## config.mk

```make
export PLATFORM = sky130hd
export DESIGN_NAME = four_channel_tone_noise_mixer
export DESIGN_NICKNAME = d
export VERILOG_FILES = /design/src/hdl/fctnm_pkg.sv /design/src/hdl/fctnm_div.sv /design/src/hdl/four_channel_tone_noise_mixer.sv
export VERILOG_INCLUDE_DIRS = /design/src /design/src/hdl
export SDC_FILE = /design/constraint.sdc
export NUM_CORES = 1
export LEC_CHECK = 0
export CAP_MARGIN = 20
export CORE_MARGIN = 4
export CORE_UTILIZATION = 30
export CTS_BUF_LIST = sky130_fd_sc_hd__clkbuf_4
export DETAILED_ROUTE_END_ITERATION = 7
export DONT_BUFFER_PORTS = 1
export PLACE_DENSITY = 0.54
export SETUP_SLACK_MARGIN = 0.05
export SKIP_CTS_REPAIR_TIMING = 1
export SYNTH_ARGS = -nofsm -noshare
export SYNTH_HDL_FRONTEND = slang
export SYNTH_SLANG_ARGS = --single-unit
```

## constraint.sdc

```tcl
create_clock -name clk -period 9.25 [get_ports clk]
set_clock_uncertainty 0.1 [all_clocks]
set_input_delay 1.85 -clock clk [delete_from_list [all_inputs] [get_ports clk]]
set_output_delay 1.85 -clock clk [all_outputs]
set_load 0.01 [all_outputs]
```

## src/hdl/four_channel_tone_noise_mixer_defines.svh

```systemverilog
// Assertion macros shared by the mixer RTL.
`ifndef FOUR_CHANNEL_TONE_NOISE_MIXER_DEFINES_SVH
`define FOUR_CHANNEL_TONE_NOISE_MIXER_DEFINES_SVH

// The expression must hold at every clock edge outside reset.
`define FCTNM_ASSERT_HOLDS(label, expr) \
    label: assert property (@(posedge clk) disable iff (!rst_n) (expr)) \
        else $error("fctnm: invariant violated");

// The consequence must hold in the same cycle as the condition.
`define FCTNM_ASSERT_SAME(label, cond, expr) \
    label: assert property (@(posedge clk) disable iff (!rst_n) (cond) |-> (expr)) \
        else $error("fctnm: same-cycle implication violated");

// The consequence must hold in the cycle after the condition.
`define FCTNM_ASSERT_NEXT(label, cond, expr) \
    label: assert property (@(posedge clk) disable iff (!rst_n) (cond) |=> (expr)) \
        else $error("fctnm: next-cycle implication violated");

`endif

```

## src/hdl/fctnm_pkg.sv

```systemverilog
// Shared widths and divider interface types for the tone and noise mixer.
package fctnm_pkg;

    localparam int DIV_W = 19;
    localparam int CNT_W = $clog2(DIV_W + 1);

    typedef struct packed {
        logic             start;
        logic [DIV_W-1:0] dividend;
        logic [DIV_W-1:0] divisor;
    } div_ctrl_t;

    typedef struct packed {
        logic             busy;
        logic             done;
        logic [DIV_W-1:0] quotient;
        logic [DIV_W-1:0] remainder;
    } div_stat_t;

endpackage

```

## src/hdl/fctnm_div.sv

```systemverilog
// Bit-serial restoring divider giving quotient and remainder, one bit per cycle.
module fctnm_div
(
    input  logic                  clk,
    input  logic                  rst_n,
    input  fctnm_pkg::div_ctrl_t  ctrl,
    output fctnm_pkg::div_stat_t  stat
);
    import fctnm_pkg::*;

    logic [DIV_W-1:0] rem_reg;
    logic [DIV_W-1:0] rem_next;
    logic [DIV_W-1:0] quo_reg;
    logic [DIV_W-1:0] quo_next;
    logic [DIV_W-1:0] dsr_reg;
    logic [DIV_W-1:0] dsr_next;
    logic [CNT_W-1:0] cnt_reg;
    logic [CNT_W-1:0] cnt_next;
    logic             busy_reg;
    logic             busy_next;
    logic             done_reg;
    logic             done_next;

    logic [DIV_W:0]   shifted;
    logic [DIV_W:0]   diff;
    logic             fits;

    always_comb
    begin
        shifted = {rem_reg, quo_reg[DIV_W-1]};
        fits    = shifted >= {1'b0, dsr_reg};
        diff    = shifted - {1'b0, dsr_reg};

        rem_next  = rem_reg;
        quo_next  = quo_reg;
        dsr_next  = dsr_reg;
        cnt_next  = cnt_reg;
        busy_next = busy_reg;
        done_next = 1'b0;

        if (ctrl.start)
        begin
            rem_next  = '0;
            quo_next  = ctrl.dividend;
            dsr_next  = ctrl.divisor;
            cnt_next  = CNT_W'(DIV_W);
            busy_next = 1'b1;
        end
        else if (busy_reg)
        begin
            rem_next = fits ? diff[DIV_W-1:0] : shifted[DIV_W-1:0];
            quo_next = {quo_reg[DIV_W-2:0], fits};
            cnt_next = cnt_reg - CNT_W'(1);
            if (cnt_reg == CNT_W'(1))
            begin
                busy_next = 1'b0;
                done_next = 1'b1;
            end
        end
    end

    always_ff @(posedge clk or negedge rst_n)
    begin
        if (!rst_n)
        begin
            cnt_reg  <= '0;
            busy_reg <= 1'b0;
            done_reg <= 1'b0;
        end
        else
        begin
            cnt_reg  <= cnt_next;
            busy_reg <= busy_next;
            done_reg <= done_next;
        end
    end

    always_ff @(posedge clk)
    begin
        rem_reg <= rem_next;
        quo_reg <= quo_next;
        dsr_reg <= dsr_next;
    end

    assign stat.busy      = busy_reg;
    assign stat.done      = done_reg;
    assign stat.quotient  = quo_reg;
    assign stat.remainder = rem_reg;

endmodule

```

## src/hdl/four_channel_tone_noise_mixer.sv

```systemverilog
// Four-channel square-wave and noise mixer with a bit-serial shared divider.
// A set request with a nonzero frequency waits for the period from a 19-step serial division.
// A sample request steps the counters, then adds one serial division for each channel whose
// counter sits at or above a newly lowered period, before the mix state.
// One request is worked on at a time; a finished sample waits in an output register.
// Reset zeroes counters, half periods and levels, sets periods and noise to 1, rate to 22050.
`include "four_channel_tone_noise_mixer_defines.svh"

module four_channel_tone_noise_mixer
(
    input  logic        clk,
    input  logic        rst_n,
    input  logic        s_tvalid,
    output logic        s_tready,
    input  logic [31:0] s_tdata,   // channel [1:0], frequency [19:2], volume [27:20], zero pad
    input  logic        s_tuser,   // action: 0 set channel, 1 produce sample
    output logic        m_tvalid,
    input  logic        m_tready,
    output logic [7:0]  m_tdata,   // sample [7:0]
    input  logic        cfg_we,
    input  logic [17:0] cfg_data
);
    import fctnm_pkg::*;

    localparam int          NUM_CH        = 4;
    localparam int          NOISE_CH      = 3;
    localparam int          NOISE_TOP_BIT = 31;
    localparam logic [31:0] NOISE_TAP     = 32'h0004_0001;
    localparam logic [7:0]  MID_LEVEL     = 8'd128;
    localparam logic [7:0]  MAX_LEVEL     = 8'd31;
    localparam logic [17:0] RATE_RESET    = 18'd22050;

    localparam logic ACT_SET    = 1'b0;
    localparam logic ACT_SAMPLE = 1'b1;

    localparam logic [2:0] ST_IDLE     = 3'd0;
    localparam logic [2:0] ST_SET_WAIT = 3'd1;
    localparam logic [2:0] ST_MOD_PICK = 3'd2;
    localparam logic [2:0] ST_MOD_WAIT = 3'd3;
    localparam logic [2:0] ST_MIX      = 3'd4;

    logic [2:0]                   state_reg;
    logic [2:0]                   state_next;
    logic [17:0]                  rate_reg;
    logic [17:0]                  rate_next;
    logic [NUM_CH-1:0][17:0]      pc_reg;
    logic [NUM_CH-1:0][17:0]      pc_next;
    logic [NUM_CH-1:0][18:0]      period_reg;
    logic [NUM_CH-1:0][18:0]      period_next;
    logic [NUM_CH-1:0][17:0]      half_reg;
    logic [NUM_CH-1:0][17:0]      half_next;
    logic [NUM_CH-1:0][4:0]       level_reg;
    logic [NUM_CH-1:0][4:0]       level_next;
    logic [31:0]                  noise_reg;
    logic [31:0]                  noise_next;
    logic [NUM_CH-1:0]            pend_reg;
    logic [NUM_CH-1:0]            pend_next;
    logic [1:0]                   ch_reg;
    logic [1:0]                   ch_next;
    logic                         out_valid_reg;
    logic                         out_valid_next;
    logic [7:0]                   out_data_reg;
    logic [7:0]                   out_data_next;

    div_ctrl_t                    div_ctrl;
    div_stat_t                    div_stat;

    logic [1:0]                   in_ch;
    logic [17:0]                  in_freq;
    logic [7:0]                   in_vol;
    logic [17:0]                  clamp_freq;
    logic [4:0]                   sat_vol;
    logic [18:0]                  inc;
    logic [18:0]                  q_plus;
    logic [1:0]                   pick;
    logic [31:0]                  noise_shifted;
    logic [31:0]                  noise_stepped;
    logic [7:0]                   acc;
    logic                         div_waiting;
    logic                         mix_fire;

    assign in_ch   = s_tdata[1:0];
    assign in_freq = s_tdata[19:2];
    assign in_vol  = s_tdata[27:20];

    assign s_tready = (state_reg == ST_IDLE);
    assign m_tvalid = out_valid_reg;
    assign m_tdata  = out_data_reg;

    assign div_waiting = (state_reg == ST_SET_WAIT) || (state_reg == ST_MOD_WAIT);
    assign mix_fire    = (state_reg == ST_MIX) && (!m_tvalid || m_tready);

    fctnm_div u_div
    (
        .clk   (clk),
        .rst_n (rst_n),
        .ctrl  (div_ctrl),
        .stat  (div_stat)
    );

    always_comb
    begin
        clamp_freq = (in_freq > rate_reg) ? rate_reg : in_freq;
        sat_vol    = (in_vol > MAX_LEVEL) ? MAX_LEVEL[4:0] : in_vol[4:0];
        q_plus     = div_stat.quotient + 19'd1;

        pick = 2'd0;
        for (int i = NUM_CH - 1; i >= 0; i--)
        begin
            if (pend_reg[i])
            begin
                pick = 2'(i);
            end
        end

        noise_shifted = {noise_reg[30:0], 1'b0};
        if (noise_shifted[NOISE_TOP_BIT])
        begin
            noise_shifted = noise_shifted ^ NOISE_TAP;
        end
        noise_stepped = (pc_reg[NOISE_CH] == 18'd0) ? noise_shifted : noise_reg;

        acc = MID_LEVEL;
        for (int i = 0; i < NOISE_CH; i++)
        begin
            if (pc_reg[i] < half_reg[i])
            begin
                acc = acc + 8'(level_reg[i]);
            end
            else
            begin
                acc = acc - 8'(level_reg[i]);
            end
        end
        if (noise_stepped[0])
        begin
            acc = acc + 8'(level_reg[NOISE_CH]);
        end
        else
        begin
            acc = acc - 8'(level_reg[NOISE_CH]);
        end
    end

    always_comb
    begin
        state_next     = state_reg;
        rate_next      = cfg_we ? cfg_data : rate_reg;
        pc_next        = pc_reg;
        period_next    = period_reg;
        half_next      = half_reg;
        level_next     = level_reg;
        noise_next     = noise_reg;
        pend_next      = pend_reg;
        ch_next        = ch_reg;
        out_valid_next = out_valid_reg;
        out_data_next  = out_data_reg;
        inc            = '0;

        div_ctrl.start    = 1'b0;
        div_ctrl.dividend = {1'b0, rate_reg};
        div_ctrl.divisor  = {1'b0, clamp_freq};

        if (out_valid_reg && m_tready)
        begin
            out_valid_next = 1'b0;
        end

        unique case (state_reg)
            ST_IDLE:
            begin
                if (s_tvalid)
                begin
                    if (s_tuser == ACT_SAMPLE)
                    begin
                        for (int i = 0; i < NUM_CH; i++)
                        begin
                            inc = {1'b0, pc_reg[i]} + 19'd1;
                            if (inc < period_reg[i])
                            begin
                                pc_next[i] = inc[17:0];
                            end
                            else if (inc == period_reg[i])
                            begin
                                pc_next[i] = 18'd0;
                            end
                            else
                            begin
                                pend_next[i] = 1'b1;
                            end
                        end
                        state_next = ST_MOD_PICK;
                    end
                    else if (clamp_freq == 18'd0)
                    begin
                        period_next[in_ch] = 19'd1;
                        half_next[in_ch]   = 18'd0;
                        level_next[in_ch]  = 5'd0;
                    end
                    else
                    begin
                        level_next[in_ch] = sat_vol;
                        ch_next           = in_ch;
                        div_ctrl.start    = 1'b1;
                        state_next        = ST_SET_WAIT;
                    end
                end
            end
            ST_SET_WAIT:
            begin
                if (div_stat.done)
                begin
                    period_next[ch_reg] = q_plus;
                    half_next[ch_reg]   = q_plus[18:1];
                    state_next          = ST_IDLE;
                end
            end
            ST_MOD_PICK:
            begin
                if (pend_reg != '0)
                begin
                    div_ctrl.start    = 1'b1;
                    div_ctrl.dividend = {1'b0, pc_reg[pick]} + 19'd1;
                    div_ctrl.divisor  = period_reg[pick];
                    ch_next           = pick;
                    state_next        = ST_MOD_WAIT;
                end
                else
                begin
                    state_next = ST_MIX;
                end
            end
            ST_MOD_WAIT:
            begin
                if (div_stat.done)
                begin
                    pc_next[ch_reg]   = div_stat.remainder[17:0];
                    pend_next[ch_reg] = 1'b0;
                    state_next        = ST_MOD_PICK;
                end
            end
            ST_MIX:
            begin
                if (!out_valid_reg || m_tready)
                begin
                    noise_next     = noise_stepped;
                    out_data_next  = acc;
                    out_valid_next = 1'b1;
                    state_next     = ST_IDLE;
                end
            end
            default:
            begin
                state_next = ST_IDLE;
            end
        endcase
    end

    always_ff @(posedge clk or negedge rst_n)
    begin
        if (!rst_n)
        begin
            state_reg     <= ST_IDLE;
            rate_reg      <= RATE_RESET;
            pc_reg        <= '0;
            period_reg    <= {NUM_CH{19'd1}};
            half_reg      <= '0;
            level_reg     <= '0;
            noise_reg     <= 32'd1;
            pend_reg      <= '0;
            ch_reg        <= '0;
            out_valid_reg <= 1'b0;
        end
        else
        begin
            state_reg     <= state_next;
            rate_reg      <= rate_next;
            pc_reg        <= pc_next;
            period_reg    <= period_next;
            half_reg      <= half_next;
            level_reg     <= level_next;
            noise_reg     <= noise_next;
            pend_reg      <= pend_next;
            ch_reg        <= ch_next;
            out_valid_reg <= out_valid_next;
        end
    end

    always_ff @(posedge clk)
    begin
        out_data_reg <= out_data_next;
    end

    `FCTNM_ASSERT_SAME(a_ready_div_idle, s_tready, !div_stat.busy)
    `FCTNM_ASSERT_SAME(a_done_in_wait, div_stat.done, div_waiting)
    `FCTNM_ASSERT_NEXT(a_mix_loads_out, mix_fire, m_tvalid && (state_reg == ST_IDLE))
    `FCTNM_ASSERT_HOLDS(a_noise_half_below, {1'b0, half_reg[NOISE_CH]} < period_reg[NOISE_CH])

endmodule
```

==> metrics.yaml, run 1 <==
path_common_cell: "xnor2_1"
ys_ff_latch: 353
ys_types: 85
htreeDepth: 3
seq_area_frac_synth_pct: 38.40
setup_viol_count_final: 0
core_area_um2: 77340
ios: 66
rr_startpoint: "pc_reg[1]"
async_reset_ff_share_pct: 81.59
syn_nets: 2767
whs_path_depth: 1
clock.fmax_ghz: 0.1501
row_count: 102
slew_viol_final: 0
arrival_ps: 7150
die_h_um: 287.2
gr-total-overflow: 0
finalSetupTns_ps: 0
globalRouteTotalUtil_pct: 17.87
antenna_found_initial: 2
tightest_slew_ps: 1106
synth_edf_count: 46
crit_path_start_kind: "flop"
required_ps: 9730
crit_fanout: 8
ys.warnings.count: 0
synth_area_per_cell_um2: 9.323
num_vias: 19730
min_period_ps: 6662
cts_buffers: 102
wl_per_cell_um: 20.45
synth_common_cells: "dfrtp_1 (277), inv_1 (227), nand2_1 (212), nor2_1 (212), ha_1 (198)"
clk_pin_slew_worst_paths_ps: 60
synthTopCellsByArea: "dfrtp_1 (30%), ha_1 (11%), edfxtp_1 (5.9%), a21o_1 (4.4%), o21ai_0 (3.8%)"
synthSimpleGateAreaFrac_pct: 14.15
crit_family: "adder cells"
synth_top_area_cell: "dfrtp_1"
endpoint_kind: "flop"
cap_violations: 0
grt_max_degree: 289
drt-initial-drc-count: 1834
syn_inst: 2509
cp.depth: 22
synth-main-ff-cell: "dfrtp_1"
synth-compound-area-share_pct: 19.03
final_nets: 2789
rsz0062_at_grt: "no"
slowest_delay_ps: 630
syn2layout_area_growth_pct: 10.70
synth_top_area_share_pct: 29.63
wl_mm: 74.89
place.gp.congestion: 0.9168
largest_reg_flops: 76
rr_worst_depth: 22
hold_viol_final: 0
drcViolationCount: 0
cts.sinks: 353
drive_above_1_share_pct: 12.68
r2r_end: "m_tdata[7]"
hp-class: "reg2reg"
synth_mux_area_share_pct: 6.376
initial_utilization_pct: 30.24
relSlewSlack_pct: 25.58
synth_fa_ha_area_share_pct: 10.93
final-seq-area_um2: 8982
nFillCells: 8049
multi_input_area_um2: 13150
grt_pass1_vias: 19510
slowest_stage: "nor3_1"
routed_via_density: 5.387
clk_latency_ps: 900
synth.cell_area_um2: 23390
synth_most_common_cell: "dfrtp_1"
hold_end: "half_reg[7]"
port_buffers: 0
ff2ff_setup_slack_ps: 2590
crit_type: "reg2reg"
post-dp-hpwl_mm: 56.23
period_share_pct: 72.02
die_w_um: 287.2
synth-xor-area-share_pct: 5.483
min_from: "half_reg[7]"
drtAntennaViolNets: 0
cts-root-buf: "clkbuf_4"
cp_num_buf_inv: 2
cts_tree: "yes"
synth_top_family_by_area: "compound AO/OA/AOI/OAI gates"
status: "finished, final reports clean"
die_area_um2: 82500
clock_path_buffers: 3
drt-pass1-iter-count: 6
path_cells: "ha_1 -> a2111oi_0 -> a2111oi_0 -> nor3_1 -> o21a_1 -> mux2_2 -> fa_1 -> inv_1 -> fa_1 -> inv_1 -> a21o_1 -> a21oi_1 -> xnor2_1 -> ha_1 -> nand4_1 -> nand3_1 -> nor4_1 -> nor3_1 -> xnor2_1 -> xnor3_1 -> xor2_1 -> xnor2_1"
grt_pass1_wl_mm: 114.6
through the flow:
stage               instances  hold WS [ps]  cell area, um^2  setup WS, ps  util, %
finish                   3662         375.1            25890          2588    33.48
CTS                      3657         378.0            25860          2469    33.44
detailed placement       3465         363.1            24460          2511    31.62
global route             3661         386.8            25890          2309    33.48
floorplan                2509         339.1            23390          3982        -
global placement         3465         357.2            24460          2522    31.62
area by class of cell:
class,instances,area share [%]
antenna,3,0.02899
clock buffer,167,4.842
clock inverter,25,0.5847
inverter,229,3.319
multi-input combinational,1821,50.78
sequential,353,34.69
tap,1040,5.025
timing repair buffer,24,0.7344
routing by layer:
metal | up-vias | part of all wire, % | GRT usage, %
met5 | - | 0 | 0
met3 | 144 | 8.5 | 3.632
met4 | 0 | 3.4 | 7.015
met1 | 9678 | 44 | 24.60
met2 | 809 | 44 | 27.56
li1 | 9095 | - | -
placed cells by master (no fill, tap or decap), types with 36 or more instances in the layout:
master      n
dfrtp_1   277
inv_1     227
nor2_1    212
nand2_1   211
ha_1      198
o21ai_0   177
clkbuf_4  167
a21o_1    136
a21oi_1   118
xnor2_1    93
nand3_1    67
a32oi_1    63
xor2_1     49
edfxtp_1   46
nor2b_1    38
mux2_2     38
mux4_2     37
and3_1     36
worst register-to-register path, cell delays in order, from the launching register on:
cell	delay [ps]
dfrtp_1	610
ha_1	310
a2111oi_0	390
a2111oi_0	160
nor3_1	630
o21a_1	530
mux2_2	440
fa_1	590
inv_1	70
fa_1	450
inv_1	70
a21o_1	100
a21oi_1	90
xnor2_1	220
ha_1	330
nand4_1	130
nand3_1	100
nor4_1	220
nor3_1	120
xnor2_1	170
xnor3_1	240
xor2_1	160
xnor2_1	170
how the worst max path moves through the flow:
stage / startpoint / endpoint
5_1_grt: pc_reg[38] / m_tdata[7]
3_5_place_dp: pc_reg[19] / m_tdata[7]
2_1_floorplan: pc_reg[23] / m_tdata[7]
3_3_place_gp: pc_reg[23] / m_tdata[7]
6_report: pc_reg[1] / m_tdata[7]
4_1_cts: pc_reg[23] / m_tdata[7]
cells by family after synthesis:
logic type      after synthesis
simple gates                709
mux                          98
buf+inv                     335
fa+ha+maj                   202
flops                       353
compound gates              668
xor+xnor                    144
Power of run 1 is left out: the tool's default activity adds up to more than one toggle a clock period on the data nets, which glitch-free logic cannot reach.
==> inputs of run 2 (changes only) <==
==> constraint.sdc (replaced) <==
create_clock -name clk -period 6.8 [get_ports clk]
set_clock_uncertainty 0.1 [all_clocks]
set_input_delay 1.36 -clock clk [delete_from_list [all_inputs] [get_ports clk]]
set_output_delay 1.36 -clock clk [all_outputs]
set_load 0.01 [all_outputs]
==> metrics.yaml, run 2 (synthesis results as in run 1) <==
core_area_um2: 77340  # unchanged
wl_mm: 74.78  # -0.15%
drcViolationCount: 0  # unchanged
cts.sinks: 353  # unchanged
gr-total-overflow: 0  # unchanged
relSlewSlack_pct: 3.074  # -23 points
die_w_um: 287.2  # unchanged
period_share_pct: 93.82  # +22 points
post-dp-hpwl_mm: 56.60  # +0.65%
routed_via_density: 5.392  # about the same
ff2ff_setup_slack_ps: 420  # -2170 ps
layout_commonest_cell: "dfrtp_1"
ios: 66  # unchanged
die_h_um: 287.2  # unchanged
cts_buffers: 101  # -0.98%
num_vias: 19720  # -0.015%
crit_type: "reg2reg"
cts-root-buf: "clkbuf_4"
grt_pass1_wl_mm: 114.2  # -0.34%
status: "finished, final reports clean"
antenna_found_initial: 3  # +1
fin_util_pct: 33.38  # -0.10 points
final_nets: 2796  # +0.25%
hp-class: "in2async"
grt_pass1_vias: 19410  # -0.55%
arrival_ps: 6890  # -260 ps
design_area_um2: 25820  # -0.30%
grt_max_degree: 289  # unchanged
clk_latency_ps: 860  # -40 ps
drt-initial-drc-count: 1728  # -5.8%
final_cell_mix: "dfrtp_1 (277), inv_1 (227), nand2_1 (211), nor2_1 (211), ha_1 (198)"
multi_input_area_um2: 13160  # about the same
rr_worst_depth: 23  # +4.5%
crit_fanout: 6  # -2
largest_reg_flops: 76  # unchanged
hold_viol_final: 0  # unchanged
dpl_cell_area_um2: 24520  # +0.26%
tightest_slew_ps: 1454  # +347.8 ps
drtAntennaViolNets: 0  # unchanged
crit_path_start_kind: "flop"
endpoint_kind: "flop"
cts_tree: "yes"
min_period_ps: 6380  # -282.2 ps
initial_utilization_pct: 30.24  # unchanged
clock.fmax_ghz: 0.1567  # +4.4%
htreeDepth: 3  # unchanged
rsz0062_at_grt: "no"
drt-pass1-iter-count: 5  # -1
clock_path_buffers: 3  # unchanged
r2r_end: "m_tdata[7]"
port_buffers: 0  # unchanged
rr_startpoint: "pc_reg[3]"
syn2layout_area_growth_pct: 10.37
final-seq-area_um2: 8982  # unchanged
nFillCells: 8035  # -0.17%
required_ps: 7310  # -2420 ps
globalRouteTotalUtil_pct: 17.83  # -0.038 points
clk_pin_slew_worst_paths_ps: 70  # about the same
drive_above_1_share_pct: 12.19  # -0.49 points
finalSetupTns_ps: 0  # unchanged
slew_viol_final: 0  # unchanged
wl_per_cell_um: 20.44  # about the same
die_area_um2: 82500  # unchanged
row_count: 102  # unchanged
place.gp.congestion: 0.9129  # -0.43%
cap_violations: 0  # unchanged
setup_viol_count_final: 0  # unchanged
-- run 2: worst max-delay path, stage by stage, from the launching register on --
cell and delay, ps:
dfrtp_1 460, ha_1 240, a2111oi_0 610, a2111oi_0 190, buf_4 190, nor3_2 360, o21a_1 410, mux2_2 420
fa_1 580, inv_1 70, fa_1 470, inv_1 70, a21o_1 110, a21oi_1 90, xnor2_1 150, ha_1 350
nand3_1 110, nand3_1 110, nor4_1 220, nor3_1 120, xnor2_1 170, xnor3_1 240, xor2_1 160, xnor2_1 140
-- run 2: area by class of cell --
cell class              instances  area share (%)
diodes                          1        0.009693
repair buffers                 32           1.008
clock inverters                40          0.7318
clock buffers                 142           4.129
multi-input cells            1821           50.96
inverters                     229           3.329
flip-flops and latches        353           34.79
well taps                    1040           5.040
-- run 2: per-stage QoR --
stage / hold slack [ps] / worst slack (ps) / std cells
floorplan: 339.1 / 1532 / 2509
global placement: 357.5 / 157.1 / 3473
detailed placement: 365.4 / 218.8 / 3473
CTS: 14.48 / 199.4 / 3655
global route: 36.78 / 90.38 / 3658
finish: 114.0 / 420.0 / 3658
-- run 2: worst max path at each step --
stage / from / to / slack (ps) / cells past startpoint
global route: pc_reg[3] / m_tdata[7] / 90 / 23
CTS: pc_reg[3] / m_tdata[7] / 200 / 23
finish: pc_reg[3] / m_tdata[7] / 420 / 23
floorplan: pc_reg[23] / m_tdata[7] / 1530 / 24
global placement: pc_reg[3] / m_tdata[7] / 160 / 23
detailed placement: pc_reg[3] / m_tdata[7] / 220 / 23
-- run 2: routing by layer --
| layer | up-vias | share of wire (%) | track usage [%] |
|---|---|---|---|
| li1 | 9094 | - | - |
| met1 | 9736 | 45 | 24.81 |
| met2 | 749 | 44 | 27.25 |
| met3 | 144 | 7.7 | 3.481 |
| met4 | 0 | 3.4 | 7.090 |
| met5 | - | 0 | 0 |
Power of run 2 is left out for the same reason.
